File: src/rtl/nlc_pkg.sv
package nlc_pkg;

  // Signed range of the integer result; the magnitude register holds up to 2^(VALUE_WIDTH-1).
  localparam int VALUE_WIDTH = 32;
  localparam int MAG_W       = VALUE_WIDTH;
  localparam int PROD_W      = MAG_W + 4;

  localparam logic [MAG_W-1:0] MAG_LIMIT     = MAG_W'(1) << (MAG_W - 1);
  localparam logic [MAG_W-1:0] MAG_LIMIT_POS = MAG_LIMIT - MAG_W'(1);

  localparam int INT_W = 32;

  typedef enum logic [1:0] {
    CLASS_NONE = 2'd0,
    CLASS_INT  = 2'd1,
    CLASS_REAL = 2'd2
  } number_class_t;

  localparam logic [7:0] CH_HIGH  = 8'h80;
  localparam logic [7:0] CH_PLUS  = 8'h2b;
  localparam logic [7:0] CH_MINUS = 8'h2d;
  localparam logic [7:0] CH_DOT   = 8'h2e;
  localparam logic [7:0] CH_ZERO  = 8'h30;
  localparam logic [7:0] CH_NINE  = 8'h39;
  localparam logic [7:0] CH_E_UP  = 8'h45;
  localparam logic [7:0] CH_E_LO  = 8'h65;

endpackage

File: src/rtl/numeric_literal_classifier_unit.sv
// Decimal number literal classifier.
// Byte channel: char_byte / last_byte under byte_valid / byte_ready. One transfer
// carries one character of a token; last_byte marks its final character.
// Result channel: number_class / int_value / int_overflow under result_valid /
// result_ready. Exactly one result leaves per token, for its final character.
// Path: a byte is held in the input register, then the parse state advances
// and, on the final byte, the result register loads; a final byte waits in
// the input register while the result register is still full.
// Throughput: one byte per clock, but a final byte stalls while the result
// register is full; the parse step between the input register and the result
// register is a multiply-by-ten add and a compare on the magnitude.
// Reset (rst, synchronous): drop any partial token and any pending result; the
// next byte starts a new token.
// Receiver stall: the result register holds its value while result_ready is
// low; bytes that are not final keep flowing, and a final byte waits in the
// input register until the result register frees up, which then back-pressures
// byte_ready.
module numeric_literal_classifier_unit (
  input  logic        clk,
  input  logic        rst,
  input  logic [7:0]  char_byte,
  input  logic        last_byte,
  input  logic        byte_valid,
  output logic        byte_ready,
  output logic [1:0]  number_class,
  output logic signed [31:0] int_value,
  output logic        int_overflow,
  output logic        result_valid,
  input  logic        result_ready
);

  localparam int MW = nlc_pkg::MAG_W;
  localparam int PW = nlc_pkg::PROD_W;

  // Input register.
  logic       s1_valid;
  logic [7:0] s1_char;
  logic       s1_last;
  logic       s1_adv;
  logic       out_free;

  // Parse state.
  logic          at_first_byte, at_first_byte_next;
  logic          is_negative, is_negative_next;
  logic          seen_dot, seen_dot_next;
  logic          seen_exponent, seen_exponent_next;
  logic          mantissa_digit_seen, mantissa_digit_seen_next;
  logic          exponent_digit_seen, exponent_digit_seen_next;
  logic          rejected, rejected_next;
  logic [MW-1:0] magnitude, magnitude_next;
  logic          too_large, too_large_next;

  logic          is_digit;
  logic          is_sign;
  logic [3:0]    digit;
  logic [PW-1:0] prod;

  logic          ok;
  logic          fits;
  logic [63:0]   mag_ext;
  logic [63:0]   value_ext;
  logic [1:0]    class_calc;
  logic [31:0]   value_calc;
  logic          ovf_calc;

  // A non-final byte never produces a result, so it always advances.
  assign out_free   = !result_valid || result_ready;
  assign s1_adv     = s1_valid && (!s1_last || out_free);
  assign byte_ready = !s1_valid || s1_adv;

  always_ff @(posedge clk) begin
    if (rst) begin
      s1_valid <= 1'b0;
    end else if (byte_ready) begin
      s1_valid <= byte_valid;
    end
    if (byte_ready && byte_valid) begin
      s1_char <= char_byte;
      s1_last <= last_byte;
    end
  end

  // Character decode and magnitude step.
  assign is_digit = (s1_char >= nlc_pkg::CH_ZERO) && (s1_char <= nlc_pkg::CH_NINE);
  assign is_sign  = (s1_char == nlc_pkg::CH_PLUS) || (s1_char == nlc_pkg::CH_MINUS);
  assign digit    = s1_char[3:0];
  assign prod     = (PW'(magnitude) << 3) + (PW'(magnitude) << 1) + PW'(digit);

  always_comb begin
    at_first_byte_next       = 1'b0;
    is_negative_next         = is_negative;
    seen_dot_next            = seen_dot;
    seen_exponent_next       = seen_exponent;
    mantissa_digit_seen_next = mantissa_digit_seen;
    exponent_digit_seen_next = exponent_digit_seen;
    rejected_next            = rejected;
    magnitude_next           = magnitude;
    too_large_next           = too_large;

    if (s1_char >= nlc_pkg::CH_HIGH) begin
      rejected_next = 1'b1;
    end else if (at_first_byte && is_sign) begin
      is_negative_next = (s1_char == nlc_pkg::CH_MINUS);
    end else if (is_digit) begin
      if (seen_exponent) begin
        exponent_digit_seen_next = 1'b1;
      end else begin
        mantissa_digit_seen_next = 1'b1;
        // Stop growing once the next step would pass the limit.
        if (!too_large) begin
          if (prod <= PW'(nlc_pkg::MAG_LIMIT)) begin
            magnitude_next = prod[MW-1:0];
          end else begin
            too_large_next = 1'b1;
          end
        end
      end
    end else if (s1_char == nlc_pkg::CH_DOT && !seen_dot && !seen_exponent) begin
      seen_dot_next = 1'b1;
    end else if ((s1_char == nlc_pkg::CH_E_LO || s1_char == nlc_pkg::CH_E_UP)
                 && !seen_exponent) begin
      seen_exponent_next = 1'b1;
    end else if (is_sign && seen_exponent) begin
      // Exponent sign: accept without effect.
    end else begin
      rejected_next = 1'b1;
    end
  end

  // Classify from the state as it stands after the final byte.
  assign ok = !rejected_next && mantissa_digit_seen_next &&
              (!seen_exponent_next || exponent_digit_seen_next);
  assign fits = !too_large_next &&
                (is_negative_next ? (magnitude_next <= nlc_pkg::MAG_LIMIT)
                                  : (magnitude_next <= nlc_pkg::MAG_LIMIT_POS));
  assign mag_ext   = 64'(magnitude_next);
  assign value_ext = is_negative_next ? (64'd0 - mag_ext) : mag_ext;

  always_comb begin
    class_calc = nlc_pkg::CLASS_NONE;
    value_calc = '0;
    ovf_calc   = 1'b0;
    if (ok) begin
      if (seen_dot_next || seen_exponent_next) begin
        class_calc = nlc_pkg::CLASS_REAL;
      end else if (fits) begin
        class_calc = nlc_pkg::CLASS_INT;
        value_calc = value_ext[31:0];
      end else begin
        class_calc = nlc_pkg::CLASS_REAL;
        ovf_calc   = 1'b1;
      end
    end
  end

  // Advance the parse state; clear it after each final byte.
  always_ff @(posedge clk) begin
    if (rst || (s1_adv && s1_last)) begin
      at_first_byte       <= 1'b1;
      is_negative         <= 1'b0;
      seen_dot            <= 1'b0;
      seen_exponent       <= 1'b0;
      mantissa_digit_seen <= 1'b0;
      exponent_digit_seen <= 1'b0;
      rejected            <= 1'b0;
      magnitude           <= '0;
      too_large           <= 1'b0;
    end else if (s1_adv) begin
      at_first_byte       <= at_first_byte_next;
      is_negative         <= is_negative_next;
      seen_dot            <= seen_dot_next;
      seen_exponent       <= seen_exponent_next;
      mantissa_digit_seen <= mantissa_digit_seen_next;
      exponent_digit_seen <= exponent_digit_seen_next;
      rejected            <= rejected_next;
      magnitude           <= magnitude_next;
      too_large           <= too_large_next;
    end
  end

  // Result register.
  always_ff @(posedge clk) begin
    if (rst) begin
      result_valid <= 1'b0;
    end else if (s1_adv && s1_last) begin
      result_valid <= 1'b1;
    end else if (result_ready) begin
      result_valid <= 1'b0;
    end
    if (s1_adv && s1_last) begin
      number_class <= class_calc;
      int_value    <= value_calc;
      int_overflow <= ovf_calc;
    end
  end

endmodule

File: config.mk
export PLATFORM = sky130hd
export DESIGN_NAME = numeric_literal_classifier_unit
export DESIGN_NICKNAME = d
export VERILOG_FILES = /design/src/rtl/nlc_pkg.sv /design/src/rtl/numeric_literal_classifier_unit.sv
export SDC_FILE = /design/constraint.sdc
export NUM_CORES = 1
export LEC_CHECK = 0
export BUFFER_PORTS_ARGS = -buffer_cell sky130_fd_sc_hd__buf_2
export CAP_MARGIN = 20
export CORE_AREA = 5 5 108 161
export DETAILED_ROUTE_END_ITERATION = 16
export DIE_AREA = 0 0 113 166
export PLACE_DENSITY = 0.76
export SETUP_SLACK_MARGIN = 0.1
export SLEW_MARGIN = 20
export SYNTH_ARGS = -nofsm -noshare
export SYNTH_HDL_FRONTEND = slang
export SYNTH_SLANG_ARGS = --single-unit
File: constraint.sdc
create_clock -name clk -period 11.61 [get_ports clk]
set_clock_uncertainty 0.05 [all_clocks]
set_input_delay 3.483 -clock clk [delete_from_list [all_inputs] [get_ports clk]]
set_output_delay 3.483 -clock clk [all_outputs]
set_load 0.1 [all_outputs]
After elaboration in Yosys (flattened, before gate mapping). Cells that the tools add are included.

Add/subtract/negate cells: 3. Divide/modulo/power cells: 0. Bitwise logic cells: 2. Muxes and demuxes: 44. Shift operators: 0. Eq/ne operators: 5. Multipliers: 0. $lt $le $gt $ge: 6. Reduce and logical (&&, ||, !) cells: 31.

Operators by type and width (count): $mux W32 (7); $add A35 B33 Y36 (1); $add A36 B4 Y36 (1); $le A36 B32 Y1 const B (1); $mux W1 (35); $le A32 B31 Y1 const B (1); $le A32 B32 Y1 const B (1); $sub A1 B32 Y32 const A (1); $eq A8 B6 Y1 const B (3); $eq A8 B7 Y1 const B (2); $logic_and A1 B1 Y1 (12); $ge A8 B6 Y1 const B (1); $ge A8 B8 Y1 const B (1); $le A8 B6 Y1 const B (1); $logic_not A1 Y1 (8); $logic_or A1 B1 Y1 (8); $mux W2 (2); $reduce_or A3 Y1 (1); $not A1 Y1 (2); $reduce_bool A2 Y1 (1); $reduce_or A2 Y1 (1).

Bits in latches: 0. Bits in writable memories: 0. Memories: 0. Memory bits (read-only): 0. Logic and storage cells: 108. Bits of input ports: 13. Register bits: 86.

Depth between registers and ports, before layout.
Word-level depth: 14. Gate-level depth with buffers: 21. Gate-level depth less buffers: 18.

Worst setup path after synthesis. No wires, ideal clock.

Path type: input-to-output. Start point: input port result_ready. End point: output port byte_ready. Buffers on the path: 0. Cell stages on the path: 2. Path slack: 3.616 ns. Arrival: 4.461 ns. Cell sequence: nor2b_1 -> nand3_1.

Cells in the longest elaborated chain, start to end: 4.

RTL lines: start, declared (RTL line numeric_literal_classifier_unit.sv:29) `input logic result_ready`; $logic_or A1 B1 Y1 (RTL line numeric_literal_classifier_unit.sv:67) `assign out_free = !result_valid || result_ready;`; $logic_or A1 B1 Y1 (RTL line numeric_literal_classifier_unit.sv:68) `assign s1_adv = s1_valid && (!s1_last || out_free);`; $logic_and A1 B1 Y1 (RTL line numeric_literal_classifier_unit.sv:68); $logic_or A1 B1 Y1 (RTL line numeric_literal_classifier_unit.sv:69) `assign byte_ready = !s1_valid || s1_adv;`; end, declared (RTL line numeric_literal_classifier_unit.sv:24) `output logic byte_ready,`.

No other way between the ends.

Worst setup path after layout. Same ends and word-level chain as after synthesis.

==> summary by stage <==
Yosys
For this run, asynchronously set or reset flops after synthesis account for 0%. In this run, synthesis produced a sequential element count of 86. In the post-synthesis netlist, the biggest area contributors are sky130_fd_sc_hd__edfxtp_1 18%, sky130_fd_sc_hd__dfxtp_1 12%, sky130_fd_sc_hd__ha_1 11%, sky130_fd_sc_hd__nor2_1 5.2%, sky130_fd_sc_hd__a21oi_1 5.1%.

In this run, distinct cell masters in the synthesized netlist total 74. The cell area after technology mapping is 7300 µm². After technology mapping, the gate count stands at 869. Counting every net in the synthesized netlist gives 948. The cell taking the most area after synthesis is sky130_fd_sc_hd__edfxtp_1. The sequential area share after synthesis is 29.6%. In the synthesized netlist the dominant register cell turns out to be sky130_fd_sc_hd__edfxtp_1. Yosys instantiated no cell more often than sky130_fd_sc_hd__nor2_1.

The proportion of netlist area held by the largest area contributor is 18.1%. The synthesized area per cell is 8.40 µm². The synthesized design contains 44 enable-type register cells. The yosys synthesis warning count is 0.

After synthesis, the most frequently instantiated cells are 102 x sky130_fd_sc_hd__nor2_1, 89 x sky130_fd_sc_hd__nand2_1, 75 x sky130_fd_sc_hd__a21oi_1.

Run status
The flow ran to the end, and the final reports show no timing, DRC or antenna violations.

Clock tree
The number of gates resized after CTS was 0. After clock tree synthesis, the setup repair step added 0 buffers. For this design, the sink count on the clock tree is 86. Counting along the longest clock path gives a buffer depth of 2. CTS built an H-tree with a depth of 3. After clock tree synthesis, the clock-pin slew on the worst setup and hold paths is 0.06 ns. The CTS buffer count is 9.

The hold-fix buffer count after cts is 0. At the later pin of the worst-skew pair, clock insertion delay measures 0.34 ns. The root buffer cell is sky130_fd_sc_hd__clkbuf_16. The CTS tree is built.

STA
Setup slack on the critical path of the routed design comes to 3.80 ns. The hold violation count in the final report is 0. In the final timing run, aggregate negative setup slack is 0 ns. The highest clock rate is 0.128 GHz. Setup repair after global routing left no endpoint under its margin. The number of failing setup endpoints in the final timing report is 0. The final hold slack is 0.431 ns.

The worst slew margin relative to its limit is 38.6%. At the pin with the least slew margin, the transition time is 0.920 ns. The number of slew-limit violations in the final report is 0. The clock period could shrink to 7.81 ns.

Dividing the final minimum period by the clock period gives 67.3%.

Die
After floorplanning, the core was sized to cover 15900 µm². The floorplan has 57 rows. The die extent in y is 166 µm. The die covers 18800 µm². The I/O pin count is 50. Measured along the x axis, the die boundary spans 113 µm. For this configuration, the core starts out at a cell density of 45.9%.

Final layout
The count of filler cells inserted in the layout is 1462. The area of the multi-input gates is 4890 µm². The growth of design area from synthesis to finish is 9.53%.

The net count of the finished layout is 969. 0 antenna diodes ended up in the layout. The share of cells above drive strength 1 is 10.5%. Summing all flip-flop and latch instances after layout gives 2160 µm².

Setup path
STA classifies the critical path endpoint as an output port. STA classifies the critical path startpoint as a primary input. For the worst setup path, the data required time is 8.08 ns. The cell that appears most often on the critical path is sky130_fd_sc_hd__buf_2.

The cell with the largest stage delay on the worst path is sky130_fd_sc_hd__buf_2. The classification of the worst setup path is primary input to output port. On the critical path the largest part of the delay comes from buffers and inverters. At the worst endpoint, the arrival time is 4.28 ns. The critical path goes through buf_2 -> nor2b_1 -> nand3_1 -> buf_2.

The maximum cell stage delay along the critical path is 0.31 ns. Along the worst path, the maximum fanout reaches 4. The number of buffer and inverter instances along the worst setup path is 2.

Placement
The weighted congestion reported at the end of routability-driven placement is 0.913. Input and output buffers added on the ports amount to 49. Detailed placement ended at an HPWL of 14100 µm. The worst setup slack before clock tree synthesis is 3.84 ns.

Pwr
The internal power of the cells totals 0.000550 W. The maximum ir drop on the vdd rail is 90.3 µV. The clock network accounts for 42.6% of the total power. Of the total power, the share spent switching nets is 26.3%. The fraction of power consumed by combinational cells is 12.8%. Sequential cells account for 44.6% of the total power. The total net switching power is 0.000196 W. The leakage power summed over all cells is 3.19 nW.

The power per unit of standard cell area is 93.3 nW/µm².

Global routing
The first-pass GRT wire length is 31400 µm. The initial antenna violation count is 0. The via count of the first global-routing pass is 6502.

The maximum number of pins on one net before global-route repair is 59. The total global routing overflow is 0. Across every metal layer, demand over resource in global routing totals 19.9%.

Detailed routing
The wire length per cell after detailed routing is 17.1 µm. The routed layout has 6644 vias. The vias per cell is 6.03. The detailed router finished its first iteration with 621 violations. For this run, design rule violations remaining after detail routing come to 0. The final routed wirelength across all metal layers is 18900 µm. In this run the remaining antenna-violating nets after routing total 0. The first detailed-routing pass took 5 iterations.

Hold path
The class of the tightest hold or removal check is flop to flop.

Flow run
The max-capacitance violation count is 0.
## layer usage
layer | GRT usage, % | share of wire (%) | vias up
met5 | 0 | 0 | -
met4 | 6.90 | 2.6 | 0
met3 | 2.37 | 3.8 | 31
met2 | 36.1 | 52 | 178
met1 | 23.8 | 42 | 3170
li1 | - | - | 3265
## power by group through the flow
stage | clock network [W] | registers (W) | logic, W
2_1_floorplan | 0 | 0.000351 | 0.0000611
3_3_place_gp | 0 | 0.000339 | 0.0000924
3_5_place_dp | 0 | 0.000339 | 0.0000942
4_1_cts | 0.000322 | 0.000332 | 0.0000950
5_1_grt | 0.000337 | 0.000333 | 0.000104
6_report | 0.000318 | 0.000332 | 0.0000956
## registers in the layout (all words and copies together) (netlist names)
signal and count:
too_large 1, is_negative 1, exponent_digit_seen 1, s1_valid 1, number_class 2, at_first_byte 1
int_value 32, magnitude 32, mantissa_digit_seen 1, seen_exponent 1, s1_char 8, seen_dot 1
rejected 1, result_valid 1, s1_last 1, int_overflow 1
## worst paths after layout
check	start	slack, ns	cells past startpoint	endpoint
hold reg to reg	exponent_digit_seen	0.43	2	exponent_digit_seen
setup / recovery	result_ready	3.80	4	byte_ready
hold / removal	exponent_digit_seen	0.43	2	exponent_digit_seen
setup reg to reg	s1_char[3]	5.02	18	int_value[1]
## tightest hold or removal path, cell delays in order, from the launching register on
cell and delay [ns]:
sky130_fd_sc_hd__dfxtp_1 0.33, sky130_fd_sc_hd__a31oi_1 0.05, sky130_fd_sc_hd__nor2_1 0.07
## layout make-up
class                           instances  share of cell area [%]
Sequential cell                        86                    27.0
Clock inverter                          5                   0.751
Timing Repair Buffer                   54                    3.54
Multi-Input combinational cell        722                    61.2
Tap cell                              206                    3.22
Clock buffer                           11                    3.44
Inverter                               17                   0.798
## layout by cell type, fill, tap and decap left out, drive strengths merged, types with 3 or more instances in the layout
cell,synthesis,final
or4,4,4
clkbuf,32,11
o21ai,29,29
o211a,3,3
nor2b,12,12
and2,11,11
o21a,7,7
a21o,17,17
nor4b,5,5
a2111oi,3,3
or4b,3,3
a211oi,35,35
nor4,7,7
o211ai,13,13
nand2,89,89
or2,5,5
and4,4,4
edfxtp,44,44
o2111ai,3,3
inv,17,19
o31ai,10,10
dfxtp,42,42
buf,12,54
a31oi,8,8
a21oi,76,76
or3,9,9
xor2,28,28
mux2i,23,23
o21bai,3,3
nand2b,5,5
xnor2,30,30
nor3b,5,5
nor3,30,30
and3,9,9
nand4,16,16
nor2,102,102
ha,64,64
nand3,19,19
## kinds of logic after synthesis
logic type / share of synthesized area [%]
simple gates: 23.7
compound gates: 21.5
flops: 29.6
fa+ha+maj: 11.5
buf+inv: 3.53
xor+xnor: 6.96
mux: 3.15
## through the flow
| step | std cells | total power, W | util, % | cell area (µm²) |
|---|---|---|---|---|
| detailed placement | 1085 | 0.000433 | 48.1 | 7650 |
| finish | 1101 | 0.000746 | 50.3 | 7990 |
| CTS | 1101 | 0.000749 | 50.2 | 7990 |
| floorplan | 869 | 0.000412 | - | 7300 |
| global placement | 1085 | 0.000431 | 48.1 | 7650 |
| global route | 1101 | 0.000774 | 50.3 | 7990 |
Power figures use the tool's default switching activity.
